==> src/rtl/phsq_pkg.sv <==
package phsq_pkg;

   // Widest clamped limit: CHUNK_POSTS is at most 8, so the limit is at most 64
   localparam int LIM_W = 7;

   typedef enum logic [1:0] {
      ACT_APPEND = 2'd0,
      ACT_NEWEST = 2'd1,
      ACT_AFTER  = 2'd2,
      ACT_SINCE  = 2'd3
   } action_type;

   typedef enum logic [1:0] {
      STAT_OK     = 2'd0,
      STAT_GAP    = 2'd1,
      STAT_REJECT = 2'd2
   } status_type;

   // Classified request as it waits between front and back
   typedef struct packed {
      action_type        action;
      logic              is_reject;
      logic [31:0]       key;
      logic [31:0]       tval;
      logic [31:0]       payload;
      logic [15:0]       seq;
      logic [7:0]        client;
      logic [LIM_W-1:0]  lim;
   } req_type;

   // One result item
   typedef struct packed {
      logic [15:0] echo_seq;
      logic [7:0]  echo_client;
      status_type  status;
      logic        post_valid;
      logic [31:0] post_id;
      logic [31:0] post_time;
      logic [31:0] payload;
      logic        chunk_end;
      logic        last;
      logic [31:0] appended;
      logic [31:0] dropped;
   } rsp_type;

endpackage

==> src/rtl/phsq_fifo.sv <==
module phsq_fifo #(
   parameter int WIDTH = 8,
   parameter int DEPTH = 2
) (
   input  logic             clock,
   input  logic             reset,
   input  logic             push,
   input  logic [WIDTH-1:0] wdata,
   output logic             full,
   input  logic             pop,
   output logic [WIDTH-1:0] rdata,
   output logic             empty
);

   localparam int PW = (DEPTH > 1) ? $clog2(DEPTH) : 1;
   localparam int CW = $clog2(DEPTH + 1);

   logic [WIDTH-1:0] data_ff [DEPTH];
   logic [PW-1:0]    wr_ptr_ff, wr_ptr_in;
   logic [PW-1:0]    rd_ptr_ff, rd_ptr_in;
   logic [CW-1:0]    count_ff, count_in;
   logic             do_push, do_pop;

   assign full    = (count_ff == CW'(DEPTH));
   assign empty   = (count_ff == '0);
   assign do_push = push && !full;
   assign do_pop  = pop && !empty;
   assign rdata   = data_ff[rd_ptr_ff];

   // Pointer and fill count update
   always_comb begin
      wr_ptr_in = wr_ptr_ff;
      rd_ptr_in = rd_ptr_ff;
      count_in  = count_ff;
      if (do_push) begin
         wr_ptr_in = (wr_ptr_ff == PW'(DEPTH - 1)) ? '0 : wr_ptr_ff + 1'b1;
      end
      if (do_pop) begin
         rd_ptr_in = (rd_ptr_ff == PW'(DEPTH - 1)) ? '0 : rd_ptr_ff + 1'b1;
      end
      if (do_push && !do_pop) begin
         count_in = count_ff + 1'b1;
      end else if (do_pop && !do_push) begin
         count_in = count_ff - 1'b1;
      end
   end

   always_ff @(posedge clock) begin
      if (reset) begin
         wr_ptr_ff <= '0;
         rd_ptr_ff <= '0;
         count_ff  <= '0;
      end else begin
         wr_ptr_ff <= wr_ptr_in;
         rd_ptr_ff <= rd_ptr_in;
         count_ff  <= count_in;
      end
   end

   // Storage
   always_ff @(posedge clock) begin
      if (do_push) begin
         data_ff[wr_ptr_ff] <= wdata;
      end
   end

endmodule

==> src/rtl/phsq_front.sv <==
module phsq_front
   import phsq_pkg::*;
#(
   parameter int CHUNK_POSTS = 8
) (
   input  logic        clock,
   input  logic        reset,
   input  logic        push,
   output logic        full,
   input  logic [1:0]  action,
   input  logic [31:0] key_post_id,
   input  logic [31:0] time_value,
   input  logic [31:0] post_payload,
   input  logic [15:0] seq_num,
   input  logic [7:0]  client_slot,
   input  logic [15:0] limit,
   input  logic        q_pop,
   output req_type     q_data,
   output logic        q_empty
);

   localparam int MAX_LIM = CHUNK_POSTS * 8;

   req_type          cls;
   logic [LIM_W-1:0] lim_c;

   // Clamp the limit to 1..MAX_LIM
   always_comb begin
      if (limit == 16'd0) begin
         lim_c = LIM_W'(1);
      end else if (limit > 16'(MAX_LIM)) begin
         lim_c = LIM_W'(MAX_LIM);
      end else begin
         lim_c = limit[LIM_W-1:0];
      end
   end

   // Classify the item
   always_comb begin
      cls.action    = action_type'(action);
      cls.is_reject = (action_type'(action) == ACT_APPEND) && (key_post_id == 32'd0);
      cls.key       = key_post_id;
      cls.tval      = time_value;
      cls.payload   = post_payload;
      cls.seq       = seq_num;
      cls.client    = client_slot;
      cls.lim       = lim_c;
   end

   phsq_fifo #(
      .WIDTH($bits(req_type)),
      .DEPTH(2)
   ) u_queue (
      .clock (clock),
      .reset (reset),
      .push  (push),
      .wdata (cls),
      .full  (full),
      .pop   (q_pop),
      .rdata (q_data),
      .empty (q_empty)
   );

endmodule

==> config.mk <==
export PLATFORM = sky130hd
export DESIGN_NAME = phsq_front
export DESIGN_NICKNAME = d
export VERILOG_FILES = /design/src/rtl/phsq_pkg.sv /design/src/rtl/phsq_fifo.sv /design/src/rtl/phsq_front.sv
export SDC_FILE = /design/constraint.sdc
export NUM_CORES = 1
export LEC_CHECK = 0
export BUFFER_PORTS_ARGS = -buffer_cell sky130_fd_sc_hd__buf_2
export CAP_MARGIN = 20
export CORE_UTILIZATION = 40
export CTS_BUF_LIST = sky130_fd_sc_hd__clkbuf_4
export CTS_CLUSTER_DIAMETER = 200
export DETAILED_ROUTE_END_ITERATION = 16
export GPL_TIMING_DRIVEN = 0
export HOLD_SLACK_MARGIN = 0.05
export PLACE_DENSITY = 0.76
export SLEW_MARGIN = 20
export SYNTH_ARGS = -nofsm -noshare
export SYNTH_HDL_FRONTEND = slang
export SYNTH_SLANG_ARGS = --single-unit
==> constraint.sdc <==
create_clock -name clock -period 4.8 [get_ports clock]
set_input_delay 0.24 -clock clock [delete_from_list [all_inputs] [get_ports clock]]
set_output_delay 0.24 -clock clock [all_outputs]
set_load 0.005 [all_outputs]
==> load_flow_metrics.sql <==
INSERT INTO impl_metrics (metric_group, metric, value, unit) VALUES
('status', 'status', 'finished, final reports clean', ''),
('route', 'avgRoutedWirePerCell', '17.51', 'µm'),
('route', 'via_per_inst', '4.674', ''),
('worst_hold_path', 'min_path_type', 'input pin to register', ''),
('final_layout', 'multi_input_area', '1764', 'µm²'),
('global_route', 'wire_length_of_the_first_global_routing_pass', '32.98', 'mm'),
('die', 'die_w', '158.6', 'µm'),
('power_and_ir_drop', 'p_leak', '5.264', 'nW'),
('power_and_ir_drop', 'total_power', '0.006425', 'W'),
('die', 'initial_core_util', '41.31', '%'),
('global_route', 'grt_pass1_vias', '6547', ''),
('worst_setup_path', 'crit_path_cell_trace', 'buf_4 > buf_6 > mux2_2 > buf_2', ''),
('clocking', 'cts_tree', 'done', ''),
('sta', 'final_hold_viol_count', '0', ''),
('logic_synthesis', 'post_synth_mux_area_share', '14.92', '%'),
('sta', 'max_clock_freq', '0.4588', 'GHz'),
('sta', 'rsz0062_at_grt', 'false', ''),
('global_route', 'grt_use_total', '17.56', '%'),
('placement', 'dp_hpwl', '13.16', 'mm'),
('die', 'rows', '56', ''),
('sta', 'setup_viol_count_final', '0', ''),
('route', 'firstDrtPassIters', '4', ''),
('worst_setup_path', 'timing.setup.critical_path_class', 'register to output port', ''),
('route', 'drtAntennaViolNets', '0', ''),
('final_layout', 'layout_net_count', '1081', ''),
('final_layout', 'fillCellCount', '1772', ''),
('final_layout', 'layout.core_utilization', '58.20', '%'),
('worst_setup_path', 'crit_family', 'buffers and inverters', ''),
('worst_setup_path', 'timing.critical_path.required', '4.56', 'ns'),
('sta', 'finalCriticalPeriod', '2.180', 'ns'),
('sta', 'slew_viol_final', '0', ''),
('logic_synthesis', 'syn_area', '9812', 'µm²'),
('worst_setup_path', 'worstPathBufferInverterCount', '3', ''),
('logic_synthesis', 'main_combinational_cell_family_by_area_after_synthesis', 'multiplexers', ''),
('sta', 'relative_slew_slack', '68.91', '%'),
('worst_setup_path', 'path_max_fanout', '10', ''),
('logic_synthesis', 'netlist.area_leader.share', '79.57', '%'),
('clocking', 'clkLatencyLatePin', '0.65', 'ns'),
('logic_synthesis', 'synth_fp_nets', '600', ''),
('clocking', 'cts-htree-levels', '3', ''),
('route', 'wirelength', '22.69', 'mm'),
('sta', 'total_negative_slack', '0', 'ns'),
('die', 'ioPinCount', '274', ''),
('worst_setup_path', 'critical_path_depth', '4', ''),
('die', 'chipHeight', '158.6', 'µm'),
('clocking', 'cts-root-to-sink-buffers', '3', ''),
('power_and_ir_drop', 'power_density', '464.8', 'nW/µm²'),
('worst_hold_path', 'hold-path-cell-count', '4', ''),
('die', 'die-area', '25160', 'µm²'),
('logic_synthesis', 'synth.largest_area_cell', 'edfxtp_1', ''),
('worst_setup_path', 'worst_setup_path_end_kind', 'output port', ''),
('clocking', 'cts_root_buf', 'clkbuf_4', ''),
('global_route', 'grt_start_max_net_pins', '73', ''),
('route', 'detailedRoute.firstIterationViolations', '248', ''),
('final_layout', 'flow.area_growth_from_synthesis', '40.88', '%'),
('sta', 'finalCritPeriodShare', '45.41', '%'),
('sta', 'fin_hold_ws', '0.1229', 'ns'),
('placement', 'port-buffer-count', '273', ''),
('route', 'detail_route.drc_violations', '0', ''),
('logic_synthesis', 'sequential_area_share_after_synthesis', '80.59', '%'),
('clocking', 'cts.repair_timing.setup_buffer_count', '0', ''),
('logic_synthesis', 'netlist-cell-type-count', '26', ''),
('power_and_ir_drop', 'ir_drop', '0.0003707', 'V'),
('logic_synthesis', 'ys_warn_count', '0', ''),
('sta', 'clock-skew-final', '0.04313', 'ns'),
('final_layout', 'register_area', '7908', 'µm²'),
('final_layout', 'layout-drive-gt1-share', '54.30', '%'),
('global_route', 'gr-total-overflow', '0', ''),
('global_route', 'initial_antenna_violation_count', '1', ''),
('worst_setup_path', 'crit_arrival', '1.94', 'ns'),
('logic_synthesis', 'synth_xor_area_share', '0.2678', '%');
[per-stage QoR]
step / cells / instance area (µm²) / worst slack, ns
floorplan: 457 / 9812 / 0.6880
global placement: 1049 / 11580 / -1.049
detailed placement: 1053 / 11690 / 2.693
CTS: 1295 / 13820 / 2.521
global route: 1296 / 13820 / 2.485
finish: 1296 / 13820 / 2.620
[synth_stat cells, drive strengths merged]
cell and number:
nor4 10, and2 1, nor2 8, nor3 3, a21oi 3, o21ai 3, or3 2, nor3b 5
inv 2, ha 1, nand3 2, edfxtp 260, a21boi 1, or2 1, nor2b 1, nand2 1
buf 14, dfxtp 5, xor2 3, nand4 1, mux2 130
[layout by cell type, fill, tap and decap left out, types with 2 or more instances in the layout]
cell           Yosys  final
buf_2              3    276
edfxtp_1         260    260
dlygate4sd3_1      0    132
mux2_2           130    130
clkbuf_4           0     95
buf_6             10     10
nor2_1             8      8
nor4_1             8      8
clkinv_1           0      8
dfxtp_1            5      5
nor3b_1            4      4
nor3_1             3      3
a21oi_1            3      3
o21ai_0            3      3
xor2_1             3      3
buf_16             0      3
nor4_2             2      2
or3_1              2      2
inv_2              0      2
clkinvlp_4         0      2
[logic make-up (layout without fill, tap and decap cells)]
family                   count (synthesis)  count (layout)
flip-flops                             265             265
multiplexers                           130             130
AND/OR/NAND/NOR                         35              35
buffers and inverters                   16             535
AO/OA/AOI/OAI                            7               7
XOR/XNOR                                 3               3
adder cells (fa/ha/maj)                  1               1
other                                    0               1
[state kept, by name, summed over array words and instances, names as in the netlist, named ones only]
register,flops
u_queue.rd_ptr_ff,1
u_queue.count_ff,2
u_queue.data_ff,260
u_queue.wr_ptr_ff,1
[layout make-up]
| type | count | share of cell area, % |
|---|---|---|
| buffer | 14 | 0.9776 |
| timing repair buffer | 409 | 20.18 |
| multi-input combinational | 176 | 12.76 |
| antenna | 1 | 0.01810 |
| clock inverter | 15 | 0.6970 |
| tap | 319 | 2.887 |
| clock buffer | 95 | 5.159 |
| sequential | 265 | 57.20 |
| inverter | 2 | 0.1086 |
[worst register-to-register path: stages (launching register included)]
cell and delay (ns):
dfxtp_1 0.43, nor2b_2 0.09, or3_1 0.42, inv_8 0.37, buf_16 0.37
[timing repair]
item	in CTS	in global routing
hold buffers	132	0
hold endpoints to repair	265	0
gates resized for setup	0	0
setup endpoints to repair	0	0
[layer usage]
metal	part of all wire, %	track usage (%)	vias to the layer above
met4	2.6	9.295	0
met3	7.5	5.852	52
met5	0	0	-
li1	-	-	2825
met2	53	31.75	246
met1	37	17.85	2935
[power breakdown]
part	switching, W	total (W)	internal (W)
sequential	0.0000741	0.00297	0.00290
combinational	0.000781	0.00161	0.000830
clock	0.000875	0.00184	0.000964
total	0.00173	0.00642	0.00470
[how the worst max path moves through the flow]
stage / from / endpoint / slack (ns)
after global routing: register / q_data[83] / 2.49
after detailed placement: u_queue.count_ff[1] / u_queue.data_ff[0][88] / 2.69
final: register / q_data[83] / 2.62
after floorplan: u_queue.count_ff[1] / u_queue.data_ff[1][0] / 0.69
after global placement: u_queue.count_ff[1] / u_queue.data_ff[1][88] / -1.05
after CTS: register / q_data[60] / 2.52
Power figures use the tool's default switching activity.
