`src/rtl/phsq_fifo.sv`:
```
module phsq_fifo #(
   parameter int WIDTH = 8,
   parameter int DEPTH = 2
) (
   input  logic             clock,
   input  logic             reset,
   input  logic             push,
   input  logic [WIDTH-1:0] wdata,
   output logic             full,
   input  logic             pop,
   output logic [WIDTH-1:0] rdata,
   output logic             empty
);

   localparam int PW = (DEPTH > 1) ? $clog2(DEPTH) : 1;
   localparam int CW = $clog2(DEPTH + 1);

   logic [WIDTH-1:0] data_ff [DEPTH];
   logic [PW-1:0]    wr_ptr_ff, wr_ptr_in;
   logic [PW-1:0]    rd_ptr_ff, rd_ptr_in;
   logic [CW-1:0]    count_ff, count_in;
   logic             do_push, do_pop;

   assign full    = (count_ff == CW'(DEPTH));
   assign empty   = (count_ff == '0);
   assign do_push = push && !full;
   assign do_pop  = pop && !empty;
   assign rdata   = data_ff[rd_ptr_ff];

   // Pointer and fill count update
   always_comb begin
      wr_ptr_in = wr_ptr_ff;
      rd_ptr_in = rd_ptr_ff;
      count_in  = count_ff;
      if (do_push) begin
         wr_ptr_in = (wr_ptr_ff == PW'(DEPTH - 1)) ? '0 : wr_ptr_ff + 1'b1;
      end
      if (do_pop) begin
         rd_ptr_in = (rd_ptr_ff == PW'(DEPTH - 1)) ? '0 : rd_ptr_ff + 1'b1;
      end
      if (do_push && !do_pop) begin
         count_in = count_ff + 1'b1;
      end else if (do_pop && !do_push) begin
         count_in = count_ff - 1'b1;
      end
   end

   always_ff @(posedge clock) begin
      if (reset) begin
         wr_ptr_ff <= '0;
         rd_ptr_ff <= '0;
         count_ff  <= '0;
      end else begin
         wr_ptr_ff <= wr_ptr_in;
         rd_ptr_ff <= rd_ptr_in;
         count_ff  <= count_in;
      end
   end

   // Storage
   always_ff @(posedge clock) begin
      if (do_push) begin
         data_ff[wr_ptr_ff] <= wdata;
      end
   end

endmodule

```
`config.mk`:
```
export PLATFORM = sky130hd
export DESIGN_NAME = phsq_fifo
export DESIGN_NICKNAME = d
export VERILOG_FILES = /design/src/rtl/phsq_fifo.sv
export SDC_FILE = /design/constraint.sdc
export NUM_CORES = 1
export LEC_CHECK = 0
export ABC_CLOCK_PERIOD_IN_PS = 1700
export BUFFER_PORTS_ARGS = -buffer_cell sky130_fd_sc_hd__clkbuf_2
export CAP_MARGIN = 20
export CELL_PAD_IN_SITES_DETAIL_PLACEMENT = 1
export CELL_PAD_IN_SITES_GLOBAL_PLACEMENT = 2
export CORE_MARGIN = 3
export CORE_UTILIZATION = 33
export DETAILED_ROUTE_END_ITERATION = 10
export PLACE_DENSITY_LB_ADDON = 0.1
export SKIP_CTS_REPAIR_TIMING = 1
export SLEW_MARGIN = 20
export SYNTH_ARGS = -nofsm -noshare
export SYNTH_HDL_FRONTEND = slang
export SYNTH_SLANG_ARGS = --single-unit
```
`constraint.sdc`:
```
create_clock -name clock -period 1.7 [get_ports clock]
set_input_delay 0.085 -clock clock [delete_from_list [all_inputs] [get_ports clock]]
set_output_delay 0.085 -clock clock [all_outputs]
set_load 0.05 [all_outputs]
```
==> results of run 1 <==
==> power groups by stage <==
| stage | registers (mW) | logic [mW] | clock network [mW] |
|---|---|---|---|
| 6_report | 0.726 | 0.689 | 0.225 |
| 5_1_grt | 0.739 | 0.753 | 0.261 |
| 3_5_place_dp | 0.739 | 0.681 | 0 |
| 3_3_place_gp | 0.739 | 0.681 | 0 |
| 4_1_cts | 0.726 | 0.684 | 0.238 |
| 2_1_floorplan | 0.703 | 0.580 | 0 |
==> synthesized netlist by cell type <==
library cell / instances / area share (%)
inv_1: 2 / 0.95
dfxtp_1: 5 / 13
xor2_1: 3 / 3.3
o21ai_0: 3 / 1.9
a21oi_1: 2 / 1.3
buf_2: 1 / 0.63
nor2_1: 5 / 2.4
mux2_2: 8 / 11
nor2b_2: 1 / 1.1
and2_1: 1 / 0.79
or3_1: 2 / 1.6
ha_1: 1 / 1.6
edfxtp_1: 16 / 61
==> sequential cells by signal, summed over array words and instances (netlist names), named ones only <==
name	cells
wr_ptr_ff	1
rd_ptr_ff	1
count_ff	2
data_ff	16
==> worst max-delay path, stage by stage, from the launching register on <==
cell,delay [ns]
dfxtp_2,0.37
o21ai_0,0.32
ha_1,0.33
or3_1,0.38
a21oi_1,0.14
==> cell type report <==
type	count	area, µm²	area share [%]
Multi-Input combinational cell	26	205	19.7
Clock buffer	4	26.3	2.52
Tap cell	28	35.0	3.37
Timing Repair Buffer	29	185	17.8
Inverter	2	7.51	0.721
Sequential cell	21	582	55.9
==> cell families after synthesis <==
family	Yosys count	synth area share [%]
xor+xnor	3	3.31
mux	8	11.4
compound gates	5	3.15
flops	21	73.2
fa+ha+maj	1	1.58
simple gates	9	5.84
buf+inv	3	1.58
==> metal layers <==
layer	vias to the layer above	GRT usage (%)
li1	242	-
met1	225	10.1
met2	11	16.5
met3	0	2.41
met4	0	4.86
met5	-	0
==> worst max path at each step <==
stage	cells after the start	start	end	slack (ns)
after floorplan	5	count_ff[1]$_SDFFE_PP0P_	count_ff[1]$_SDFFE_PP0P_	0.05
after global routing	4	count_ff[0]$_SDFFE_PP0P_	count_ff[1]$_SDFFE_PP0P_	0.02
after global placement	4	count_ff[0]$_SDFFE_PP0P_	count_ff[1]$_SDFFE_PP0P_	0.16
after CTS	4	count_ff[0]$_SDFFE_PP0P_	count_ff[1]$_SDFFE_PP0P_	0.07
after detailed placement	4	count_ff[0]$_SDFFE_PP0P_	count_ff[1]$_SDFFE_PP0P_	0.11
final	4	count_ff[0]$_SDFFE_PP0P_	count_ff[1]$_SDFFE_PP0P_	0.11
==> through the flow <==
stage	setup slack, ns	util, %	cells
6_report	0.107	46.2	110
5_1_grt	0.0163	46.2	110
4_1_cts	0.0704	42.6	102
3_5_place_dp	0.110	41.4	98
3_3_place_gp	0.164	41.4	98
2_1_floorplan	0.0467	-	50
==> reports/qor.yml, run 1 <==
run_status:
  status: "completed"
routing:
  viasPerCell: 4.35
  routedWlPerCell_um: 11.6
  dr.pass1.iters: 3
  dr_wl_met2_um: 678
  route.met3.wl_um: 55
  routed.top_layer: "met3"
  drtIter0Drc: 5
  met1_length_um: 537
  drcViolationCount: 0
  drt-total-wl_um: 1270
  ant_nets: 0
  dr_total_vias: 478
sta:
  slew_headroom_pct: 74.1
  skew_ns: 0.00441
  worst_slew_pin_slew_ns: 0.389
  period_minus_slack_ns: 1.59
  fin_crit_sh_pct: 93.7
  holdWs_ns: 0.0159
  fmax_mhz: 628
  tns_ns: 0
  drv_slew: 0
  finalHoldViolCount: 0
  rsz0062_at_grt: "no"
  setup_viol: 0
floorplanning:
  fp.dieH_um: 55.0
  rows: 17
  die-area_um2: 3030
  pin_count: 22
  initial_core_util_pct: 35.2
  coreArea_um2: 2250
  die_w_um: 55.0
min_path:
  min-delay-start: "reset"
  hold_path_class: "input pin to flop"
  min_to: "count_ff[0]$_SDFFE_PP0P_"
  whs_path_depth: 2
layout:
  final_common_cell: "clkbuf_2"
  drive_gt1_share_pct: 41.5
  num-nets-final: 96
  n_antenna_cell: 0
  final_cell_mix: "21 x clkbuf_2, 16 x edfxtp_1, 8 x mux2_2, 8 x dlygate4sd3_1, 5 x nor2_1"
  area_growth_pct: 31.2
  design_area_um2: 1040
  n_fill_cell: 250
pwr:
  p_leak_nw: 0.417
  intPower_uw: 967
  comb_power_share_pct: 42.0
  switching_power_uw: 673
  p_seq_share_pct: 44.3
  netSwitchingFraction_pct: 41.0
  fin_total_pwr_mw: 1.64
  power_density_nw_per_um2: 1580
  ir_worst_vdd_v: 0.000740
  power.clock.fraction_pct: 13.7
setup_path:
  arrival_ns: 1.83
  reg2reg_setup_slack_ns: 0.11
  r2r_start: "count_ff[0]$_SDFFE_PP0P_"
  critPathCaptureType: "flop"
  r2r_end: "count_ff[1]$_SDFFE_PP0P_"
  critPathKind: "flop to flop"
  cp.required_ns: 1.93
  cp-start-kind: "flop"
  crit_fanout: 5
  ff2ff_path_depth: 4
global_routing:
  grt_max_degree: 12
  grt_pass1_wl_um: 1900
  antenna_found_initial: 0
  grt_pass1_vias: 450
  overflow: 0
  grtUsageTotal_pct: 9.32
cts:
  numCtsBuffers: 3
  root_buffer: "clkbuf_4"
  cts_tree: "done"
  htree_num_levels: 1
  clk_pin_slew_ns: 0.11
  cts_num_sinks: 21
  clk_latency_ns: 0.29
  clk_path_buf_depth: 2
placement:
  io_buffers: 21
  hpwl_um: 894
  place_area_um2: 933
  place.gp.congestion: 0.585
synthesis:
  syn_avg_cell_area_um2: 15.9
  yosysWarnings: 0
  synthCells: 50
  syn_nets: 63
  yosys_register_bits: 21
  netlist_area_um2: 793
  ys_seq_area_share_pct: 73.2
  synth_cell_types: 13
job:
  maxCapViolations: 0
Power figures use the tool's default switching activity.
==> inputs of run 2 (changes only) <==
--- a/config.mk
+++ b/config.mk
@@ -5,15 +5,15 @@
 export SDC_FILE = /design/constraint.sdc
 export NUM_CORES = 1
 export LEC_CHECK = 0
-export ABC_CLOCK_PERIOD_IN_PS = 1700
+export ABC_CLOCK_PERIOD_IN_PS = 1600
 export BUFFER_PORTS_ARGS = -buffer_cell sky130_fd_sc_hd__clkbuf_2
-export CAP_MARGIN = 20
 export CELL_PAD_IN_SITES_DETAIL_PLACEMENT = 1
 export CELL_PAD_IN_SITES_GLOBAL_PLACEMENT = 2
 export CORE_MARGIN = 3
 export CORE_UTILIZATION = 33
 export DETAILED_ROUTE_END_ITERATION = 10
 export PLACE_DENSITY_LB_ADDON = 0.1
+export SETUP_SLACK_MARGIN = 0.2
 export SKIP_CTS_REPAIR_TIMING = 1
 export SLEW_MARGIN = 20
 export SYNTH_ARGS = -nofsm -noshare
==> constraint.sdc (replaced) <==
create_clock -name clock -period 1.6 [get_ports clock]
set_input_delay 0.08 -clock clock [delete_from_list [all_inputs] [get_ports clock]]
set_output_delay 0.08 -clock clock [all_outputs]
set_load 0.05 [all_outputs]
==> reports/qor.yml, run 2 (synthesis results as in run 1) <==
global_routing:
  overflow: 0  # unchanged
  grt_max_degree: 12  # unchanged
  grtUsageTotal_pct: 9.48  # +0.16 points
  grt_pass1_vias: 455  # +1.1%
  antenna_found_initial: 0  # unchanged
  grt_pass1_wl_um: 1970  # +3.6%
pwr:
  switching_power_uw: 756  # +12%
  netSwitchingFraction_pct: 40.1  # -0.94 points
  comb_power_share_pct: 45.1  # +3.1 points
  p_seq_share_pct: 42.4  # -1.9 points
  fin_total_pwr_mw: 1.88  # +15%
  power.clock.fraction_pct: 12.5  # -1.2 points
  p_leak_nw: 0.430  # +3.1%
  ir_worst_vdd_v: 0.000779  # +5.3%
  intPower_mw: 1.13  # +17%
  power_density_nw_per_um2: 1670  # +6.2%
setup_path:
  cp.required_ns: 1.82  # -0.11 ns
  cp_slowest_stage_delay_ns: 0.38  # about the same
  cp-start-kind: "flop"
  cp_num_buf_inv: 0  # unchanged
  path_cells: "nor2b_4 > nor2_4 > ha_4 > xor2_2 > or3_1 > a21oi_2"
  critPathKind: "flop to flop"
  critPathCaptureType: "flop"
  crit_fanout: 5  # unchanged
  crit_slowest_cell: "dfxtp_4"
  arrival_ns: 1.63  # -0.20 ns
  cp_top_family: "simple AND/OR/NAND/NOR gates"
placement:
  pre_cts_ws_ns: 0.105  # -0.00480 ns
  place_area_um2: 943  # +1.1%
  io_buffers: 21  # unchanged
  place.gp.congestion: 0.639  # +9.3%
cts:
  clk_latency_ns: 0.29  # about the same
  cts_num_sinks: 21  # unchanged
  clk_pin_slew_ns: 0.11  # about the same
  numCtsBuffers: 3  # unchanged
  clk_path_buf_depth: 2  # unchanged
  cts_tree: "done"
  htree_num_levels: 1  # unchanged
  root_buffer: "clkbuf_4"
routing:
  viasPerCell: 4.52  # +4.0%
  drcViolationCount: 0  # unchanged
  dr_total_vias: 506  # +5.9%
  drtIter0Drc: 0  # -5
  ant_nets: 0  # unchanged
  dr.pass1.iters: 1  # -2
  routedWlPerCell_um: 12.1  # +4.5%
  drt-total-wl_um: 1350  # +6.4%
min_path:
  hold_path_class: "input pin to flop"
sta:
  setup_viol: 0  # unchanged
  skew_ns: 0.00473  # +0.000326 ns
  finalHoldViolCount: 0  # unchanged
  fmax_mhz: 711  # +13%
  fin_crit_sh_pct: 87.9  # -5.8 points
  rsz0062_at_grt: "yes"
  worst_slew_pin_slew_ns: 0.279  # -0.110 ns
  slew_headroom_pct: 81.5  # +7.4 points
  period_minus_slack_ns: 1.41  # -0.187 ns
  holdWs_ns: 0.197  # +0.181 ns
  drv_slew: 0  # unchanged
  setup_ws_ns: 0.194  # +0.0866 ns
layout:
  final_common_cell: "edfxtp_1"
  num-nets-final: 98  # +2.1%
  top_regs: "data_ff x16, count_ff x2"
  n_antenna_cell: 0  # unchanged
  design_area_um2: 1130  # +8.2%
  area_growth_pct: 42.0
  largest_register_ff_count: 16  # unchanged
  top_register: "data_ff"
  final_cell_mix: "16 x edfxtp_1, 14 x clkbuf_2, 9 x dlygate4sd3_1"
  drive_gt1_share_pct: 52.4  # +11 points
run_status:
  status: "completed"
floorplanning:
  fp.dieH_um: 55.0  # unchanged
  rows: 17  # unchanged
  die_w_um: 55.0  # unchanged
  pin_count: 22  # unchanged
  die-area_um2: 3030  # unchanged
  coreArea_um2: 2250  # unchanged
  initial_core_util_pct: 35.2  # unchanged
job:
  maxCapViolations: 0  # unchanged
[run 2: cell count changes in the layout (fill, tap and decap cells not counted), moves of 2 or more]
cell,before,now
buf_4,0,8
clkbuf_2,21,14
dfxtp_1,4,2
dfxtp_4,0,3
[run 2: power by group through the flow]
stage	Combinational (mW)	Clock [mW]	Sequential, mW
floorplan	0.617	0	0.751
global placement	0.739	0	0.790
detailed placement	0.742	0	0.795
CTS	0.745	0.254	0.782
global route	0.918	0.286	0.814
finish	0.850	0.236	0.799
[run 2: worst min-delay path: stages]
cell      delay (ns)
clkbuf_2        0.07
inv_1           0.07
o21ai_0         0.16
a21oi_1         0.06
[run 2: worst paths after layout]
check	start	endpoint	slack, ns	cells after the start
setup / recovery	count_ff[1]$_SDFFE_PP0P_	count_ff[1]$_SDFFE_PP0P_	0.19	6
hold / removal	push	wr_ptr_ff$_SDFFE_PP0N_	0.20	4
setup reg to reg	count_ff[1]$_SDFFE_PP0P_	count_ff[1]$_SDFFE_PP0P_	0.19	6
hold reg to reg	wr_ptr_ff$_SDFFE_PP0N_	wr_ptr_ff$_SDFFE_PP0N_	0.49	2
[run 2: routing by layer]
layer,routed length [µm],global-route usage (%),vias up,share of wire [%]
met4,0,3.64,0,0
met1,591,11.5,244,44
met5,0,0,-,0
met2,692,15.9,13,51
met3,68,2.68,0,5.0
li1,-,-,249,-
[run 2: cell type report]
cell class	count	area (µm²)
repair buffers	31	220
fillers	246	1130
multi-input cells	26	241
clock buffers	4	26.3
well taps	28	35.0
flip-flops and latches	21	592
inverters	2	11.3
[run 2: through the flow]
stage               utilization [%]  std cells  setup TNS, ns
floorplan                         -         50        -0.0233
global placement               41.8         99              0
detailed placement             41.8         99              0
CTS                            43.0        103              0
global route                   49.9        112              0
finish                         49.9        112              0
